`src/sv/ffpa_pkg.sv`:
```
// Shared types and constants for the first-fit partition allocator.
`default_nettype none
package ffpa_pkg;
  localparam int QUEUE_DEPTH = 8;
  localparam int NUM_SLOTS   = 8;
  localparam int QA_W = $clog2(QUEUE_DEPTH);
  localparam int QL_W = $clog2(QUEUE_DEPTH + 1);
  localparam int SL_W = $clog2(NUM_SLOTS + 1);
  localparam int JOB_W = 40;

  typedef enum logic [1:0] {
    OP_ENQ   = 2'd0,
    OP_ALLOC = 2'd1,
    OP_SIZE  = 2'd2,
    OP_NONE  = 2'd3
  } opcode_t;

  typedef enum logic [2:0] {
    ST_QUEUED  = 3'd0,
    ST_FULL    = 3'd1,
    ST_ALLOC   = 3'd2,
    ST_EMPTY   = 3'd3,
    ST_NOFIT   = 3'd4,
    ST_SIZEWR  = 3'd5
  } status_t;

  typedef enum logic [0:0] {
    FS_IDLE = 1'b0,
    FS_POP  = 1'b1
  } fsm_t;
endpackage
`default_nettype wire

```
`src/sv/ffpa_ram.sv`:
```
// Generic single-port-write, registered-read RAM.
`default_nettype none
module ffpa_ram #(
  parameter int WIDTH = 8,
  parameter int DEPTH = 8
) (
  input  wire logic                     clk,
  input  wire logic                     we,
  input  wire logic [$clog2(DEPTH)-1:0] waddr,
  input  wire logic [WIDTH-1:0]         wdata,
  input  wire logic [$clog2(DEPTH)-1:0] raddr,
  output logic      [WIDTH-1:0]         rdata
);
  logic [WIDTH-1:0] mem [DEPTH];
  always_ff @(posedge clk) begin
    if (we) mem[waddr] <= wdata;
    rdata <= mem[raddr];
  end
endmodule
`default_nettype wire

```
`src/sv/first_fit_partition_allocator_core.sv`:
```
// Top level: job queue in RAM, partition table in registers, APB config port.
// Usage: raise start with an opcode while busy is low. Enqueue, size write and
// unused opcodes give their result in the next cycle; allocate first moves to
// the pop state, where the head job, read from the queue RAM (registered read),
// feeds the first-fit search. The result appears for exactly one cycle with done high;
// the receiver cannot stall it. Aging and the search over the partitions in use run
// in parallel in the pop state. No clearing pass after reset.
`default_nettype none
module first_fit_partition_allocator_core (
  input  wire logic        clk,
  input  wire logic        rst,
  input  wire logic        start,
  output logic             busy,
  input  wire logic [1:0]  opcode,
  input  wire logic [7:0]  job_id,
  input  wire logic [15:0] job_size,
  input  wire logic [15:0] run_time,
  input  wire logic [2:0]  slot_select,
  input  wire logic [15:0] slot_size,
  output logic             done,
  output logic [2:0]       status,
  output logic [2:0]       granted_slot,
  output logic [7:0]       popped_job,
  output logic [7:0]       freed_mask,
  output logic [3:0]       queue_level,
  input  wire logic        psel,
  input  wire logic        penable,
  input  wire logic        pwrite,
  input  wire logic        paddr,
  input  wire logic [31:0] pwdata,
  output logic [31:0]      prdata,
  output logic             pready
);
  localparam int N = ffpa_pkg::NUM_SLOTS;

  logic [3:0] piu;
  ffpa_pkg::fsm_t state, state_next;
  logic [ffpa_pkg::QA_W-1:0] head, tail;
  logic [ffpa_pkg::QL_W-1:0] level;
  logic [15:0] cap [N];
  logic [N-1:0] sbusy;
  logic [7:0]  owner [N];
  logic [15:0] tleft [N];
  logic [ffpa_pkg::JOB_W-1:0] rdata;
  logic acc, enq_ok;
  logic [ffpa_pkg::SL_W-1:0] nuse;

  assign pready = 1'b1;
  assign prdata = {28'd0, piu};
  assign acc = start && !busy;
  assign busy = (state == ffpa_pkg::FS_POP);
  assign enq_ok = acc && opcode == ffpa_pkg::OP_ENQ
                  && level < ffpa_pkg::QL_W'(ffpa_pkg::QUEUE_DEPTH);
  assign nuse = (32'(piu) > N) ? ffpa_pkg::SL_W'(N) : ffpa_pkg::SL_W'(piu);

  ffpa_ram #(.WIDTH(ffpa_pkg::JOB_W), .DEPTH(ffpa_pkg::QUEUE_DEPTH)) u_q (
    .clk(clk), .we(enq_ok), .waddr(tail),
    .wdata({job_id, job_size, run_time}), .raddr(head), .rdata(rdata)
  );

  always_ff @(posedge clk) begin
    if (rst) piu <= 4'd8;
    else if (psel && penable && pwrite && !paddr) piu <= pwdata[3:0];
  end

  always_ff @(posedge clk) begin
    if (rst) state <= ffpa_pkg::FS_IDLE;
    else state <= state_next;
  end

  always_comb begin
    state_next = state;
    case (state)
      ffpa_pkg::FS_IDLE: if (acc && opcode == ffpa_pkg::OP_ALLOC) state_next = ffpa_pkg::FS_POP;
      ffpa_pkg::FS_POP:  state_next = ffpa_pkg::FS_IDLE;
      default:           state_next = ffpa_pkg::FS_IDLE;
    endcase
  end

  // aging and first fit, evaluated in the pop cycle
  logic [N-1:0] in_use, freed, busy_aged, fit;
  logic [15:0] tl_aged [N];
  logic found;
  logic [$clog2(N)-1:0] pick;
  logic hav;
  logic [7:0]  j_id;
  logic [15:0] j_sz, j_tm;
  assign {j_id, j_sz, j_tm} = rdata;
  assign hav = level != '0;

  always_comb begin
    found = 1'b0;
    pick = '0;
    for (int i = 0; i < N; i++) begin
      in_use[i] = 32'(i) < 32'(nuse);
      freed[i] = in_use[i] && sbusy[i] && tleft[i] <= 16'd1;
      busy_aged[i] = sbusy[i] && !freed[i];
      tl_aged[i] = (in_use[i] && busy_aged[i]) ? tleft[i] - 16'd1 : tleft[i];
      fit[i] = in_use[i] && !busy_aged[i] && cap[i] >= j_sz;
    end
    for (int i = N - 1; i >= 0; i--) begin
      if (fit[i]) begin
        found = 1'b1;
        pick = ($clog2(N))'(i);
      end
    end
  end

  logic pop;
  assign pop = busy && hav;

  // partition table next state: aging first, then the grant on top
  logic [N-1:0] sbusy_next;
  logic [7:0]  owner_next [N];
  logic [15:0] tleft_next [N];

  always_comb begin
    for (int i = 0; i < N; i++) begin
      sbusy_next[i] = sbusy[i];
      owner_next[i] = owner[i];
      tleft_next[i] = tleft[i];
      if (busy) begin
        sbusy_next[i] = busy_aged[i];
        owner_next[i] = freed[i] ? 8'd0 : owner[i];
        tleft_next[i] = freed[i] ? 16'd0 : tl_aged[i];
      end
    end
    if (pop && found) begin
      sbusy_next[pick] = 1'b1;
      owner_next[pick] = j_id;
      tleft_next[pick] = j_tm;
    end
  end

  // queue pointers and the result of the current transfer
  logic [ffpa_pkg::QA_W-1:0] head_next, tail_next;
  logic [ffpa_pkg::QL_W-1:0] level_next;
  logic       done_next;
  logic [2:0] status_next, granted_next;
  logic [7:0] popped_next, freed_next;
  logic [3:0] qlvl_next;

  always_comb begin
    head_next = head;
    tail_next = tail;
    level_next = level;
    done_next = 1'b0;
    status_next = status;
    granted_next = granted_slot;
    popped_next = popped_job;
    freed_next = freed_mask;
    qlvl_next = queue_level;
    if (acc && opcode != ffpa_pkg::OP_ALLOC) begin
      done_next = 1'b1;
      granted_next = '0;
      popped_next = '0;
      freed_next = '0;
      case (opcode)
        ffpa_pkg::OP_ENQ: begin
          if (enq_ok) begin
            tail_next = (32'(tail) + 1 >= ffpa_pkg::QUEUE_DEPTH) ? '0 : tail + 1'b1;
            level_next = level + 1'b1;
            qlvl_next = 4'(level + 1'b1);
            status_next = ffpa_pkg::ST_QUEUED;
          end else begin
            qlvl_next = 4'(level);
            status_next = ffpa_pkg::ST_FULL;
          end
        end
        default: begin
          qlvl_next = 4'(level);
          status_next = ffpa_pkg::ST_SIZEWR;
        end
      endcase
    end else if (busy) begin
      done_next = 1'b1;
      freed_next = 8'(freed);
      granted_next = '0;
      popped_next = pop ? j_id : 8'd0;
      if (!hav) begin
        status_next = ffpa_pkg::ST_EMPTY;
        qlvl_next = 4'(level);
      end else begin
        head_next = (32'(head) + 1 >= ffpa_pkg::QUEUE_DEPTH) ? '0 : head + 1'b1;
        level_next = level - 1'b1;
        qlvl_next = 4'(level - 1'b1);
        status_next = found ? ffpa_pkg::ST_ALLOC : ffpa_pkg::ST_NOFIT;
        if (found) granted_next = 3'(pick);
      end
    end
  end

  always_ff @(posedge clk) begin
    if (rst) begin
      head <= '0; tail <= '0; level <= '0; sbusy <= '0; done <= 1'b0;
      for (int i = 0; i < N; i++) begin
        cap[i] <= '0; owner[i] <= '0; tleft[i] <= '0;
      end
    end else begin
      head <= head_next;
      tail <= tail_next;
      level <= level_next;
      done <= done_next;
      status <= status_next;
      granted_slot <= granted_next;
      popped_job <= popped_next;
      freed_mask <= freed_next;
      queue_level <= qlvl_next;
      sbusy <= sbusy_next;
      for (int i = 0; i < N; i++) begin
        owner[i] <= owner_next[i];
        tleft[i] <= tleft_next[i];
      end
      if (acc && opcode == ffpa_pkg::OP_SIZE && 32'(slot_select) < N)
        cap[slot_select[$clog2(N)-1:0]] <= slot_size;
    end
  end

  a_lvl: assert property (@(posedge clk) disable iff (rst)
    level <= ffpa_pkg::QL_W'(ffpa_pkg::QUEUE_DEPTH)) else $error("level overflow");
  a_done: assert property (@(posedge clk) disable iff (rst)
    busy |=> done) else $error("pop without result");
  a_start: assert property (@(posedge clk) disable iff (rst)
    (acc && opcode != ffpa_pkg::OP_ALLOC) |=> done) else $error("missing result");
  a_busy1: assert property (@(posedge clk) disable iff (rst)
    busy |=> !busy) else $error("busy too long");
endmodule
`default_nettype wire

```
`config.mk`:
```
export PLATFORM = sky130hd
export DESIGN_NAME = first_fit_partition_allocator_core
export DESIGN_NICKNAME = d
export VERILOG_FILES = /design/src/sv/ffpa_pkg.sv /design/src/sv/ffpa_ram.sv /design/src/sv/first_fit_partition_allocator_core.sv
export SDC_FILE = /design/constraint.sdc
export NUM_CORES = 1
export LEC_CHECK = 0
export BUFFER_PORTS_ARGS = -buffer_cell sky130_fd_sc_hd__buf_2
export CAP_MARGIN = 20
export CORE_ASPECT_RATIO = 0.75
export CORE_UTILIZATION = 65
export CTS_CLUSTER_SIZE = 40
export DETAILED_ROUTE_END_ITERATION = 10
export PLACE_DENSITY = 0.88
export SYNTH_ARGS = -nofsm -noshare
export SYNTH_HDL_FRONTEND = slang
export SYNTH_SLANG_ARGS = --single-unit
```
`constraint.sdc`:
```
create_clock -name clk -period 11.7 [get_ports clk]
set_input_delay 1.17 -clock clk [delete_from_list [all_inputs] [get_ports clk]]
set_output_delay 1.17 -clock clk [all_outputs]
set_load 0.03 [all_outputs]
```
==> impl_metrics.ini <==
[run_status]
status = finished, final reports clean

[setup_path]
path_buf_inv = 2
crit_top_cell = o21ai_0
rr_startpoint = u_q.rdata[31]
critPathSlowestCell = nor3_2
max_stage_delay_ns = 0.81
path_delay_family = simple AND/OR/NAND/NOR gates
criticalPathCategory = reg2reg
path_cells = inv_1, ha_1, a21oi_1, o21ai_0, a2111oi_0, o21ai_0, nand2_1, nand4_2, nor3_2, buf_6, mux2i_1
cp.arrival_ns = 5.25
crit_path_max_fanout = 25
endpoint_kind = register
critPathLaunch = u_q.rdata[31]
cp-start-kind = register
required_ns = 12.25

[cts]
clk_path_buf_depth = 3
cts_buffers = 60
tritoncts = done
clk_pin_slew_ns = 0.06
postCtsSetupRepairBufs = 0
ctsHoldBuffers = 0
root_buffer = clkbuf_16
cts_sinks = 666
htree_levels = 2
clk_latency_ns = 0.66
cts_resized = 0

[layout]
fill_cells = 2707
area_growth_pct = 10.7
nets = 2636
fin_area_sq_mm = 0.0335
drive_gt1_frac = 0.160

[global_route]
grt_max_degree = 75
antenna_found_initial = 6
grt_pass1_wl_microns = 116000
overflow = 0
grt_usage = 0.321
grt_pass1_vias = 20200

[placement]
gp_congestion = 0.891
dp_hpwl_microns = 46200
port_buffers = 103
postPlaceCellArea_sq_mm = 0.0313

[routing]
ant_nets = 0
drc = 0
first_pass_iters = 6
wl_per_cell_microns = 25.2
routed_wl_microns = 76600
num_vias = 20400
vias_per_cell = 6.72
drt_iter0_drc = 2643

[logic_synthesis]
synth_flop_cell = edfxtp_1
synth-edff-count = 474
synth.area.top_cells = edfxtp_1 47%, dfxtp_1 13%, ha_1 6.1%
post-synth-top-count-cell = edfxtp_1
async_flop_share = 0
yosys.area.top_type_share = 0.471
ys_ff_latch = 666
yosysTopAreaCell = edfxtp_1
yosysUniqueCellTypes = 81
avgSynthCellArea_sq_um = 13.3
ys_top_cells_by_count = 474 x edfxtp_1, 192 x dfxtp_1, 154 x nor2_1
netlist_area_sq_mm = 0.0302
yosysWarnings = 0
syn_inst = 2274
yosysSeqAreaShare = 0.598

[timing]
fin_skew_ns = 0.0353
drv_slew = 0
setup_viol = 0
hold_viol = 0
max_freq_mhz = 213
timing.setup.tns_ns = 0
min_period_ns = 4.70
slew_headroom = 0.263
worst_pin_slew_ns = 1.10
fin_crit_sh = 0.401
rsz0062_at_grt = false

[power]
vdd_drop_max_uv = 140
p_per_area_mw_per_mm2 = 146
p_leak_nw = 12.5
fin_total_pwr_mw = 4.87

[die]
die-width_microns = 251
core_area_sq_mm = 0.0459
start_util = 0.658
rows = 68
die_area_sq_mm = 0.0474
fp.dieH_microns = 189
io_pins = 161

[min_path]
hp-start = sbusy[7]
hold_class = reg2reg

[flow_run]
drv_cap = 0
[stage by stage]
step                std cells  hold slack (ns)  utilization  setup WS [ns]
finish                   3036            0.495        0.728           7.00
global route             3036            0.514        0.728           6.90
CTS                      3030            0.489        0.727           6.95
detailed placement       2917            0.481        0.682           7.07
global placement         2916            0.460        0.681           7.22
floorplan                2301            0.450            -           5.61
[placed cells by master (no fill, tap or decap), drive strengths merged, types with 9 or more instances in the layout]
master | synthesis | final
mux2 | 41 | 41
ha | 148 | 148
nand3 | 28 | 28
o211ai | 12 | 12
a211oi | 85 | 85
xnor2 | 76 | 76
nor3 | 63 | 63
nand2 | 137 | 137
clkbuf | 58 | 79
edfxtp | 474 | 474
inv | 62 | 64
or4 | 19 | 19
dfxtp | 192 | 192
xor2 | 42 | 42
and2 | 142 | 142
o21ai | 48 | 48
a31oi | 13 | 13
mux4 | 80 | 80
mux2i | 50 | 50
buf | 55 | 138
conb | 2 | 29
nand4 | 21 | 21
nor4 | 49 | 49
clkinv | 0 | 19
nor2 | 156 | 156
nand2b | 25 | 25
a21oi | 65 | 65
o21a | 9 | 9
[cell families after synthesis]
group | share of synthesized area
buffers and inverters | 0.0269
AO/OA/AOI/OAI | 0.0688
adder cells (fa/ha/maj) | 0.0613
other | 0.000248
multiplexers | 0.0916
flip-flops | 0.598
AND/OR/NAND/NOR | 0.119
XOR/XNOR | 0.0342
[power breakdown]
group | internal (mW) | switching (mW)
clock network | 1.15 | 0.905
logic | 0.0691 | 0.173
registers | 2.55 | 0.0207
[registers in the layout, summed over array words and instances (netlist names), 8 cells and up]
name        count
cap           128
freed_mask      8
popped_job      8
sbusy           8
tleft         128
u_q.mem       320
u_q.rdata      40
[final cells by class]
type                            instances  area [sq um]  area share
Clock buffer                           79          1640      0.0491
Multi-Input combinational cell       1460         11500       0.344
Antenna cell                            2          5.00    0.000150
Sequential cell                       666         18100       0.541
Inverter                               62           233     0.00696
Clock inverter                         34           405      0.0121
Timing Repair Buffer                  138           832      0.0249
Tap cell                              595           744      0.0223
[final timing paths]
check	end	slack, ns	depth (start not counted)
worst min-delay path	sbusy[7]	0.50	2
worst min register to register	sbusy[7]	0.50	2
worst max register to register	tleft[1][15]	7.00	11
worst max-delay path	tleft[1][15]	7.00	11
[tightest hold or removal path, delay by kind of cell (launching register included)]
family | cells | cell delay [ns]
simple gates | 1 | 0.06
flops | 1 | 0.33
compound gates | 1 | 0.05
[per-layer routing]
metal | global-route usage | part of all wire
met1 | 0.416 | 0.37
met2 | 0.532 | 0.48
met3 | 0.0550 | 0.093
met4 | 0.149 | 0.051
met5 | 0 | 0.00069
No activity file was read; power rests on OpenSTA's default activity.
